[src/sv/calc_pkg.sv]
// ----------------------------------------------------------------------------
// calc_pkg
// Shared types, character codes and helpers for the two-operand calculator.
// ----------------------------------------------------------------------------
package calc_pkg;

  localparam int OPW     = 32;                 // operand and result width
  localparam int VALUE_W = 32;                 // width of the value port
  localparam int CNT_W   = $clog2(OPW + 1);    // divider step counter

  localparam logic [7:0] CH_NUL   = 8'h00;
  localparam logic [7:0] CH_SPACE = 8'h20;
  localparam logic [7:0] CH_TAB   = 8'h09;
  localparam logic [7:0] CH_CR    = 8'h0D;
  localparam logic [7:0] CH_PLUS  = 8'h2B;
  localparam logic [7:0] CH_MINUS = 8'h2D;
  localparam logic [7:0] CH_STAR  = 8'h2A;
  localparam logic [7:0] CH_SLASH = 8'h2F;
  localparam logic [7:0] CH_PCT   = 8'h25;
  localparam logic [7:0] CH_ZERO  = 8'h30;
  localparam logic [7:0] CH_NINE  = 8'h39;

  typedef enum logic [2:0] {
    OP_NONE = 3'd0,
    OP_ADD  = 3'd1,
    OP_SUB  = 3'd2,
    OP_MUL  = 3'd3,
    OP_DIV  = 3'd4,
    OP_MOD  = 3'd5
  } op_t;

  typedef enum logic [1:0] {
    RS_OK       = 2'd0,
    RS_DIV_ZERO = 2'd1,
    RS_NO_OP    = 2'd2
  } res_status_t;

  typedef enum logic [5:0] {
    PH_LBLANK = 6'b000001,
    PH_LDIG   = 6'b000010,
    PH_LDONE  = 6'b000100,
    PH_RBLANK = 6'b001000,
    PH_RDIG   = 6'b010000,
    PH_RDONE  = 6'b100000
  } phase_t;

  typedef enum logic [3:0] {
    S_PARSE = 4'b0001,
    S_EXEC  = 4'b0010,
    S_DIV   = 4'b0100,
    S_WAIT  = 4'b1000
  } ctrl_state_t;

  typedef struct packed {
    logic parse;     // non-terminator character taken
    logic finish;    // terminator taken
    logic exec;      // evaluate latched expression
    logic load_out;  // move result into the output register
  } dp_cmd_t;

  typedef struct packed {
    logic term;      // current character is the terminator
    logic need_div;  // latched expression needs the divider
    logic div_done;  // divider finished this cycle
  } dp_sts_t;

  function automatic op_t op_code_of(input logic [7:0] c);
    op_t r;
    case (c)
      CH_PLUS:  r = OP_ADD;
      CH_MINUS: r = OP_SUB;
      CH_STAR:  r = OP_MUL;
      CH_SLASH: r = OP_DIV;
      CH_PCT:   r = OP_MOD;
      default:  r = OP_NONE;
    endcase
    return r;
  endfunction

  function automatic logic is_blank(input logic [7:0] c);
    return (c == CH_SPACE) || (c inside {[CH_TAB:CH_CR]});
  endfunction

  function automatic logic is_digit(input logic [7:0] c);
    return c inside {[CH_ZERO:CH_NINE]};
  endfunction

  // acc*10 + digit, wrapped to the operand width
  function automatic logic [OPW-1:0] add_digit(input logic [OPW-1:0] acc,
                                               input logic [7:0] c);
    logic [7:0] d;
    d = c - CH_ZERO;
    return (acc << 3) + (acc << 1) + OPW'(d[3:0]);
  endfunction

  function automatic logic [OPW-1:0] abs_val(input logic [OPW-1:0] v);
    return v[OPW-1] ? (~v + 1'b1) : v;
  endfunction

endpackage

[src/sv/calc_div.sv]
// ----------------------------------------------------------------------------
// calc_div
// Restoring unsigned divider, one quotient bit per cycle.
// ----------------------------------------------------------------------------
module calc_div (
  input  logic                     clk,
  input  logic                     rst,
  input  logic                     start,
  input  logic [calc_pkg::OPW-1:0] dividend,
  input  logic [calc_pkg::OPW-1:0] divisor,
  output logic [calc_pkg::OPW-1:0] quotient,
  output logic [calc_pkg::OPW-1:0] remainder,
  output logic                     done
);

  logic [calc_pkg::OPW-1:0]   rem;
  logic [calc_pkg::OPW-1:0]   quo;
  logic [calc_pkg::OPW-1:0]   dvs;
  logic [calc_pkg::CNT_W-1:0] cnt;
  logic [calc_pkg::OPW:0]     shifted;
  logic [calc_pkg::OPW:0]     diff;
  logic                       busy;

  assign busy    = (cnt != '0);
  assign shifted = {rem, quo[calc_pkg::OPW-1]};
  assign diff    = shifted - {1'b0, dvs};

  always_ff @(posedge clk) begin
    if (rst) begin
      cnt  <= '0;
      done <= 1'b0;
    end else begin
      done <= busy && (cnt == calc_pkg::CNT_W'(1));
      if (start) begin
        cnt <= calc_pkg::CNT_W'(calc_pkg::OPW);
      end else if (busy) begin
        cnt <= cnt - 1'b1;
      end
    end
  end

  always_ff @(posedge clk) begin
    if (start) begin
      rem <= '0;
      quo <= dividend;
      dvs <= divisor;
    end else if (busy) begin
      // keep the partial remainder when the trial subtract goes negative
      if (!diff[calc_pkg::OPW]) begin
        rem <= diff[calc_pkg::OPW-1:0];
        quo <= {quo[calc_pkg::OPW-2:0], 1'b1};
      end else begin
        rem <= shifted[calc_pkg::OPW-1:0];
        quo <= {quo[calc_pkg::OPW-2:0], 1'b0};
      end
    end
  end

  assign quotient  = quo;
  assign remainder = rem;

endmodule

[src/sv/calc_dp.sv]
// ----------------------------------------------------------------------------
// calc_dp
// Operand parser, evaluation unit and output register.
// ----------------------------------------------------------------------------
module calc_dp (
  input  logic                          clk,
  input  logic                          rst,
  input  logic [7:0]                    text_char,
  input  calc_pkg::dp_cmd_t             cmd,
  output calc_pkg::dp_sts_t             sts,
  output logic signed [calc_pkg::VALUE_W-1:0] value,
  output logic [1:0]                    status
);

  calc_pkg::phase_t         phase;
  calc_pkg::op_t            op_code;
  logic [calc_pkg::OPW-1:0] left_operand;
  logic [calc_pkg::OPW-1:0] right_magnitude;
  logic                     right_negative;

  // expression latched at the terminator
  calc_pkg::op_t            op_q;
  logic [calc_pkg::OPW-1:0] lhs;
  logic [calc_pkg::OPW-1:0] rhs;

  logic [calc_pkg::OPW-1:0] res;
  calc_pkg::res_status_t    res_status;

  logic signed [calc_pkg::VALUE_W-1:0] out_value;
  calc_pkg::res_status_t               out_status;

  calc_pkg::op_t            ch_op;
  logic                     ch_digit;
  logic                     ch_blank;
  logic                     div_start;
  logic [calc_pkg::OPW-1:0] quo;
  logic [calc_pkg::OPW-1:0] rem;
  logic                     div_done;

  assign ch_op    = calc_pkg::op_code_of(text_char);
  assign ch_digit = calc_pkg::is_digit(text_char);
  assign ch_blank = calc_pkg::is_blank(text_char);

  assign sts.term     = (text_char == calc_pkg::CH_NUL);
  assign sts.need_div = (op_q inside {calc_pkg::OP_DIV, calc_pkg::OP_MOD}) && (rhs != '0);
  assign sts.div_done = div_done;

  assign div_start = cmd.exec && sts.need_div;

  calc_div u_div (
    .clk      (clk),
    .rst      (rst),
    .start    (div_start),
    .dividend (calc_pkg::abs_val(lhs)),
    .divisor  (calc_pkg::abs_val(rhs)),
    .quotient (quo),
    .remainder(rem),
    .done     (div_done)
  );

  // character parser
  always_ff @(posedge clk) begin
    if (rst || cmd.finish) begin
      phase           <= calc_pkg::PH_LBLANK;
      op_code         <= calc_pkg::OP_NONE;
      left_operand    <= '0;
      right_magnitude <= '0;
      right_negative  <= 1'b0;
    end else if (cmd.parse) begin
      case (phase)
        calc_pkg::PH_LBLANK, calc_pkg::PH_LDIG, calc_pkg::PH_LDONE: begin
          if (ch_op != calc_pkg::OP_NONE) begin
            op_code <= ch_op;
            phase   <= calc_pkg::PH_RBLANK;
          end else if (phase == calc_pkg::PH_LBLANK && ch_blank) begin
            phase <= calc_pkg::PH_LBLANK;
          end else if (phase != calc_pkg::PH_LDONE && ch_digit) begin
            left_operand <= calc_pkg::add_digit(left_operand, text_char);
            phase        <= calc_pkg::PH_LDIG;
          end else begin
            phase <= calc_pkg::PH_LDONE;
          end
        end
        calc_pkg::PH_RBLANK: begin
          if (ch_blank) begin
            phase <= calc_pkg::PH_RBLANK;
          end else if (text_char == calc_pkg::CH_PLUS || text_char == calc_pkg::CH_MINUS) begin
            right_negative <= (text_char == calc_pkg::CH_MINUS);
            phase          <= calc_pkg::PH_RDIG;
          end else if (ch_digit) begin
            right_magnitude <= calc_pkg::add_digit(right_magnitude, text_char);
            phase           <= calc_pkg::PH_RDIG;
          end else begin
            phase <= calc_pkg::PH_RDONE;
          end
        end
        calc_pkg::PH_RDIG: begin
          if (ch_digit) begin
            right_magnitude <= calc_pkg::add_digit(right_magnitude, text_char);
          end else begin
            phase <= calc_pkg::PH_RDONE;
          end
        end
        default: begin
          phase <= calc_pkg::PH_RDONE;
        end
      endcase
    end
  end

  // latch the expression on the terminator
  always_ff @(posedge clk) begin
    if (cmd.finish) begin
      op_q <= op_code;
      lhs  <= left_operand;
      rhs  <= right_negative ? (~right_magnitude + 1'b1) : right_magnitude;
    end
  end

  // evaluation
  always_ff @(posedge clk) begin
    if (cmd.exec) begin
      case (op_q)
        calc_pkg::OP_ADD: begin
          res        <= lhs + rhs;
          res_status <= calc_pkg::RS_OK;
        end
        calc_pkg::OP_SUB: begin
          res        <= lhs - rhs;
          res_status <= calc_pkg::RS_OK;
        end
        calc_pkg::OP_MUL: begin
          res        <= lhs * rhs;
          res_status <= calc_pkg::RS_OK;
        end
        calc_pkg::OP_DIV, calc_pkg::OP_MOD: begin
          res <= '0;
          if (rhs == '0) begin
            res_status <= calc_pkg::RS_DIV_ZERO;
          end else begin
            res_status <= calc_pkg::RS_OK;
          end
        end
        default: begin
          res        <= '0;
          res_status <= calc_pkg::RS_NO_OP;
        end
      endcase
    end else if (div_done) begin
      // quotient sign is the xor of operand signs, remainder follows dividend
      if (op_q == calc_pkg::OP_DIV) begin
        res <= (lhs[calc_pkg::OPW-1] ^ rhs[calc_pkg::OPW-1]) ? (~quo + 1'b1) : quo;
      end else begin
        res <= lhs[calc_pkg::OPW-1] ? (~rem + 1'b1) : rem;
      end
    end
  end

  always_ff @(posedge clk) begin
    if (cmd.load_out) begin
      out_value  <= calc_pkg::VALUE_W'(signed'(res));
      out_status <= res_status;
    end
  end

  assign value  = out_value;
  assign status = out_status;

endmodule

[src/sv/calc_ctrl.sv]
// ----------------------------------------------------------------------------
// calc_ctrl
// Sequencer: character intake, evaluation, divide wait and output handshake.
// ----------------------------------------------------------------------------
module calc_ctrl (
  input  logic                   clk,
  input  logic                   rst,
  input  logic                   text_valid,
  output logic                   text_stall,
  output logic                   result_valid,
  input  logic                   result_stall,
  input  calc_pkg::dp_sts_t      sts,
  output calc_pkg::dp_cmd_t      cmd,
  output calc_pkg::ctrl_state_t  state
);

  calc_pkg::ctrl_state_t state_next;
  logic                  accept;

  assign text_stall = (state != calc_pkg::S_PARSE);
  assign accept     = text_valid && !text_stall;

  always_comb begin
    cmd.parse    = accept && !sts.term;
    cmd.finish   = accept && sts.term;
    cmd.exec     = (state == calc_pkg::S_EXEC);
    cmd.load_out = (state == calc_pkg::S_WAIT) && (!result_valid || !result_stall);
  end

  always_comb begin
    state_next = state;
    case (state)
      calc_pkg::S_PARSE: if (cmd.finish) state_next = calc_pkg::S_EXEC;
      calc_pkg::S_EXEC:  state_next = sts.need_div ? calc_pkg::S_DIV : calc_pkg::S_WAIT;
      calc_pkg::S_DIV:   if (sts.div_done) state_next = calc_pkg::S_WAIT;
      calc_pkg::S_WAIT:  if (cmd.load_out) state_next = calc_pkg::S_PARSE;
      default:           state_next = calc_pkg::S_PARSE;
    endcase
  end

  always_ff @(posedge clk) begin
    if (rst) begin
      state        <= calc_pkg::S_PARSE;
      result_valid <= 1'b0;
    end else begin
      state <= state_next;
      if (cmd.load_out) begin
        result_valid <= 1'b1;
      end else if (!result_stall) begin
        result_valid <= 1'b0;
      end
    end
  end

endmodule

[src/sv/ascii_infix_expression_evaluator_top.sv]
// Sequence: ordinary characters go to the parser; a terminator latches the expression,
// the evaluate step follows, / and % with a nonzero divisor wait on the divider, and
// the result is loaded. Throughput: one character per cycle outside the stall; input
// stalls from terminator to result load, the divide wait set by the restoring divider.
// Reset: synchronous rst clears the parser, sequencer, divider counter and result valid.
// ----------------------------------------------------------------------------
// ascii_infix_expression_evaluator_top
// Two-operand integer calculator over an ASCII character stream.
// ----------------------------------------------------------------------------
module ascii_infix_expression_evaluator_top (
  input  logic               clk,
  input  logic               rst,
  input  logic               text_valid,
  output logic               text_stall,
  input  logic [7:0]         text_char,
  output logic               result_valid,
  input  logic               result_stall,
  output logic signed [31:0] value,
  output logic [1:0]         status
);

  calc_pkg::dp_cmd_t     cmd;
  calc_pkg::dp_sts_t     sts;
  calc_pkg::ctrl_state_t state;

  calc_ctrl u_ctrl (
    .clk         (clk),
    .rst         (rst),
    .text_valid  (text_valid),
    .text_stall  (text_stall),
    .result_valid(result_valid),
    .result_stall(result_stall),
    .sts         (sts),
    .cmd         (cmd),
    .state       (state)
  );

  calc_dp u_dp (
    .clk      (clk),
    .rst      (rst),
    .text_char(text_char),
    .cmd      (cmd),
    .sts      (sts),
    .value    (value),
    .status   (status)
  );

  // a result is never loaded over one that is still waiting
  a_no_overwrite: assert property (@(posedge clk) disable iff (rst)
    cmd.load_out |-> (!result_valid || !result_stall))
    else $error("result register overwritten while stalled");

  // divider completion only while the sequencer waits for it
  a_div_done_state: assert property (@(posedge clk) disable iff (rst)
    sts.div_done |-> (state == calc_pkg::S_DIV))
    else $error("divider done outside divide wait");

  // error results carry a zero value
  a_err_zero: assert property (@(posedge clk) disable iff (rst)
    (result_valid && status != 2'(calc_pkg::RS_OK)) |-> (value == '0))
    else $error("error status with nonzero value");

  // a terminator is followed by the evaluate step
  a_finish_exec: assert property (@(posedge clk) disable iff (rst)
    cmd.finish |=> cmd.exec)
    else $error("terminator not followed by evaluation");

endmodule
[config.mk]
export PLATFORM = sky130hd
export DESIGN_NAME = ascii_infix_expression_evaluator_top
export DESIGN_NICKNAME = d
export VERILOG_FILES = /design/src/sv/calc_pkg.sv /design/src/sv/calc_div.sv /design/src/sv/calc_dp.sv /design/src/sv/calc_ctrl.sv /design/src/sv/ascii_infix_expression_evaluator_top.sv
export SDC_FILE = /design/constraint.sdc
export NUM_CORES = 2
export LEC_CHECK = 0
export BUFFER_PORTS_ARGS = -buffer_cell sky130_fd_sc_hd__buf_2
export CAP_MARGIN = 20
export CORE_UTILIZATION = 65
export CTS_BUF_LIST = sky130_fd_sc_hd__clkbuf_2 sky130_fd_sc_hd__clkbuf_4 sky130_fd_sc_hd__clkbuf_8
export DETAILED_ROUTE_END_ITERATION = 8
export PLACE_DENSITY = 0.87
export SLEW_MARGIN = 20
export SYNTH_ARGS = -nofsm -noshare
export SYNTH_HDL_FRONTEND = slang
export SYNTH_SLANG_ARGS = --single-unit
[constraint.sdc]
create_clock -name clk -period 9.19 [get_ports clk]
set_clock_uncertainty 0.1 [all_clocks]
set_input_delay 0.4595 -clock clk [delete_from_list [all_inputs] [get_ports clk]]
set_output_delay 0.4595 -clock clk [all_outputs]
set_load 0.02 [all_outputs]
==> impl_metrics.csv <==
group,metric,value,unit
status,outcome,"completed",
synthesis,top_cell_type_by_total_area_after_synthesis,"sky130_fd_sc_hd__fa_1",
finish,final_area,40200,um^2
grt,antenna_found_initial,9,
drt,routedWlPerCell,21.6,um
drt,dr_total_vias,31700,
worst_setup_path,number_of_buffers_and_inverters_on_the_critical_path,6,
worst_setup_path,critical-path-top-cell-by-count,"sky130_fd_sc_hd__fa_1",
timing,crit_path_time_final,8320,ps
drt,drt-pass1-iter-count,9,
worst_setup_path,crit_required,9660,ps
pwr,internal_power,0.00375,W
floorplanning,floorplan.rows,88,
pwr,share_clk_of_total_power,0.229,
finish,footprint_of_the_flip_flops_and_latches,8340,um^2
drt,drt_wl_total,108000,um
timing,rsz0062_at_grt,"false",
worst_setup_path,critPathTopFamily,"adder cells",
floorplanning,io_pins,48,
cts,cts_tree,"yes",
timing,final_max_slew_viol_count,0,
timing,setup-violations-final,0,
hold_path,hold_path_startpoint,"text_char[0]",
grt,grt_usage,0.368,
finish,fill_cells,4163,
pwr,total_leakage_power,18.6,nW
timing,tightest_slew,1100,ps
cts,cts-root-to-sink-buffers,3,
cts,cts_setup_buffers,0,
synthesis,post_synth_edffs,199,
place,port-buffer-count,47,
floorplanning,die-area,59400,um^2
cts,clk_transition_reported_paths,70,ps
pwr,p_sw,0.00265,W
worst_setup_path,cp_data_arrival_time,8790,ps
worst_setup_path,worstReg2RegStart,"u_dp.rhs[2]",
pwr,power_density,159,nW/um^2
drt,m1WireLength,38100,um
hold_path,worst_hold_path_type,"in2reg",
pwr,vdd_drop_max,0.241,mV
drt,ant_nets,0,
synthesis,yosysUniqueCellTypes,89,
grt,remaining_global_route_overflow,0,
finish,layout.cells.most_common_list,"sky130_fd_sc_hd__nand2_1, sky130_fd_sc_hd__inv_1, sky130_fd_sc_hd__fa_1, sky130_fd_sc_hd__and2_1, sky130_fd_sc_hd__ha_1",
worst_setup_path,critPathLaunchType,"flop",
drt,first_iter_violations,3471,
grt,grt_pass1_vias,32000,
timing,finalHoldViolCount,0,
worst_setup_path,timing.critical_path.from,"u_dp.rhs[2]",
timing,min_period_over_period,0.906,
worst_setup_path,timing_worst_setup_path_type,"reg2reg",
cts,clk_latency,710,ps
timing,final.setup.worst_slack,867,ps
pwr,seq_power_share,0.334,
place,detailed_place_hpwl,80800,um
finish,area_growth,5.79,%
synthesis,synth_seq_area_share,0.220,
place,post_dp_cell_area,38800,um^2
drt,wl_met3,12900,um
synthesis,asyncSetResetFlopFracSynth,0,
grt,grt_pass1_wl,170000,um
drt,route.met2.wl,48600,um
synthesis,synthesis.instances,4233,
finish,multi_input_area,27000,um^2
worst_setup_path,critPathCaptureType,"flop",
synthesis,postSynth.topFlopCell,"sky130_fd_sc_hd__edfxtp_1",
pwr,switching_share,0.414,
floorplanning,coreArea,57700,um^2
floorplanning,starting_density,0.658,
worst_setup_path,delay_of_the_slowest_cell_on_the_worst_path,680,ps
finish,layout_commonest_cell,"sky130_fd_sc_hd__nand2_1",
synthesis,synth_nets,4969,
drt,top_layer_used,"met5",
synthesis,post_synth_main_area_contributors,"sky130_fd_sc_hd__fa_1, sky130_fd_sc_hd__edfxtp_1, sky130_fd_sc_hd__ha_1, sky130_fd_sc_hd__dfxtp_1, sky130_fd_sc_hd__xnor2_1",
synthesis,synthesis.area,38000,um^2
cts,postCtsResizedCells,0,
synthesis,syn-mean-instance-area,8.97,um^2
cts,cts_htree_levels,2,
timing,maxSlewHeadroom,0.267,
place,pre_cts_slack,966,ps
floorplanning,fp.dieW,244,um
synthesis,synth.ff_latch_count,317,
place,finalWeightedCongestion,1.02,
drt,drcViolationCount,0,
cts,cell_at_the_root_of_the_clock_tree,"sky130_fd_sc_hd__clkbuf_8",
flow_run,number_of_violations_of_the_max_capacitance_limit,0,
drt,viasPerCell,6.33,
worst_setup_path,crit_slowest_cell,"sky130_fd_sc_hd__edfxtp_1",
cts,cts-buffers-inserted,57,
grt,pin_count_of_the_biggest_net_entering_global_routing,93,
timing,maxClockFrequency,0.120,GHz
finish,post_route_cells_drive_above_1_share,0.0580,
pwr,p_comb_frac,0.437,
finish,nNetsFinal,4926,
synthesis,top_cell_type_s_share_of_synthesized_area,0.218,
synthesis,synth-warning-count,0,
cts,cts.sink_count,317,
worst_setup_path,path_max_fanout,23,
floorplanning,dieHeight,244,um
timing,hold_ws,38.9,ps
timing,timing.setup.tns,0,ps
## worst reg2reg max path, stage by stage, from the launching register on
cell,delay (ps)
sky130_fd_sc_hd__edfxtp_1,680
sky130_fd_sc_hd__and2_1,290
sky130_fd_sc_hd__fa_1,550
sky130_fd_sc_hd__inv_1,50
sky130_fd_sc_hd__fa_1,510
sky130_fd_sc_hd__fa_1,460
sky130_fd_sc_hd__fa_1,550
sky130_fd_sc_hd__inv_1,50
sky130_fd_sc_hd__fa_1,500
sky130_fd_sc_hd__inv_1,60
sky130_fd_sc_hd__fa_1,550
sky130_fd_sc_hd__inv_1,60
sky130_fd_sc_hd__fa_1,480
sky130_fd_sc_hd__inv_1,50
sky130_fd_sc_hd__fa_1,530
sky130_fd_sc_hd__inv_1,40
sky130_fd_sc_hd__ha_1,370
sky130_fd_sc_hd__and3_1,250
sky130_fd_sc_hd__a221oi_1,270
sky130_fd_sc_hd__o21ai_1,110
sky130_fd_sc_hd__a21oi_1,140
sky130_fd_sc_hd__o21ai_1,140
sky130_fd_sc_hd__a221oi_1,490
sky130_fd_sc_hd__o21ai_1,180
sky130_fd_sc_hd__a21oi_1,220
sky130_fd_sc_hd__mux2i_1,200
sky130_fd_sc_hd__a21oi_1,80
sky130_fd_sc_hd__a32oi_1,190
## registers in the layout, indices dropped and copies added (netlist names)
signal and count:
u_ctrl.result_valid 1, u_ctrl.state 4, u_dp.left_operand 32, u_dp.lhs 32
u_dp.op_code 3, u_dp.op_q 3, u_dp.phase 6, u_dp.res 32
u_dp.res_status 2, u_dp.rhs 32, u_dp.right_magnitude 32, u_dp.right_negative 1
u_dp.status 2, u_dp.u_div.cnt 6, u_dp.u_div.done 1, u_dp.u_div.dvs 32
u_dp.u_div.quotient 32, u_dp.u_div.remainder 32, u_dp.value 32
## power groups by stage
stage	Combinational [W]	Clock [W]	Sequential, W
2_1_floorplan	0.00204	0	0.00206
3_3_place_gp	0.00256	0	0.00213
3_5_place_dp	0.00268	0	0.00214
4_1_cts	0.00270	0.00148	0.00212
5_1_grt	0.00305	0.00155	0.00216
6_report	0.00280	0.00147	0.00214
## what timing repair did
item	in CTS	in global routing
endpoints found under the setup margin	0	0
endpoints found under the hold margin	6	0
hold buffers	3	0
## per-stage QoR
| step | cells | utilization | total power, W |
|---|---|---|---|
| floorplan | 4233 | - | 0.00410 |
| global placement | 4892 | 0.673 | 0.00469 |
| detailed placement | 4892 | 0.673 | 0.00482 |
| CTS | 5002 | 0.695 | 0.00630 |
| global route | 5004 | 0.696 | 0.00675 |
| finish | 5008 | 0.696 | 0.00640 |
## final cells by class
type	instances	share of cell area
Sequential cell	317	0.208
Multi-Input combinational cell	3209	0.673
Timing Repair Buffer	109	0.0181
Tap cell	765	0.0238
Clock inverter	22	0.00470
Inverter	496	0.0464
Antenna cell	5	0.000312
Clock buffer	85	0.0265
## final timing paths
| check | endpoint | slack [ps] | depth (start not counted) |
|---|---|---|---|
| max | u_dp.res[30] | 870 | 27 |
| min | u_dp.right_magnitude[0] | 40 | 3 |
| max reg2reg | u_dp.res[30] | 870 | 27 |
| min reg2reg | u_dp.value[21] | 320 | 0 |
## Yosys cell counts, drive strengths merged (26+ instances only)
| cell type | n |
|---|---|
| and2 | 310 |
| edfxtp | 199 |
| ha | 310 |
| nand2 | 527 |
| inv | 496 |
| a21o | 63 |
| clkbuf | 185 |
| nand3 | 46 |
| xor2 | 134 |
| nor2 | 178 |
| a21oi | 253 |
| dfxtp | 118 |
| xnor2 | 239 |
| or4 | 26 |
| nor3 | 40 |
| o31ai | 51 |
| a211oi | 26 |
| buf | 26 |
| or3 | 28 |
| nand2b | 36 |
| o21ai | 210 |
| fa | 414 |
## cells by family after synthesis
logic type                 Yosys count  synth area share
AOI/OAI and AO/OA                  785             0.128
xor gates and xnor gates           373            0.0865
adders and majority gates          724             0.320
buffers and inverters              707            0.0702
DFF                                317             0.220
muxes                               19           0.00504
and+or+nand+nor                   1308             0.170
## metal layers
layer | track usage | vias up
met5 | 0.000817 | -
met4 | 0.248 | 10
met3 | 0.106 | 613
met2 | 0.577 | 2033
met1 | 0.440 | 15100
li1 | - | 13900
Power figures use the tool's default switching activity.
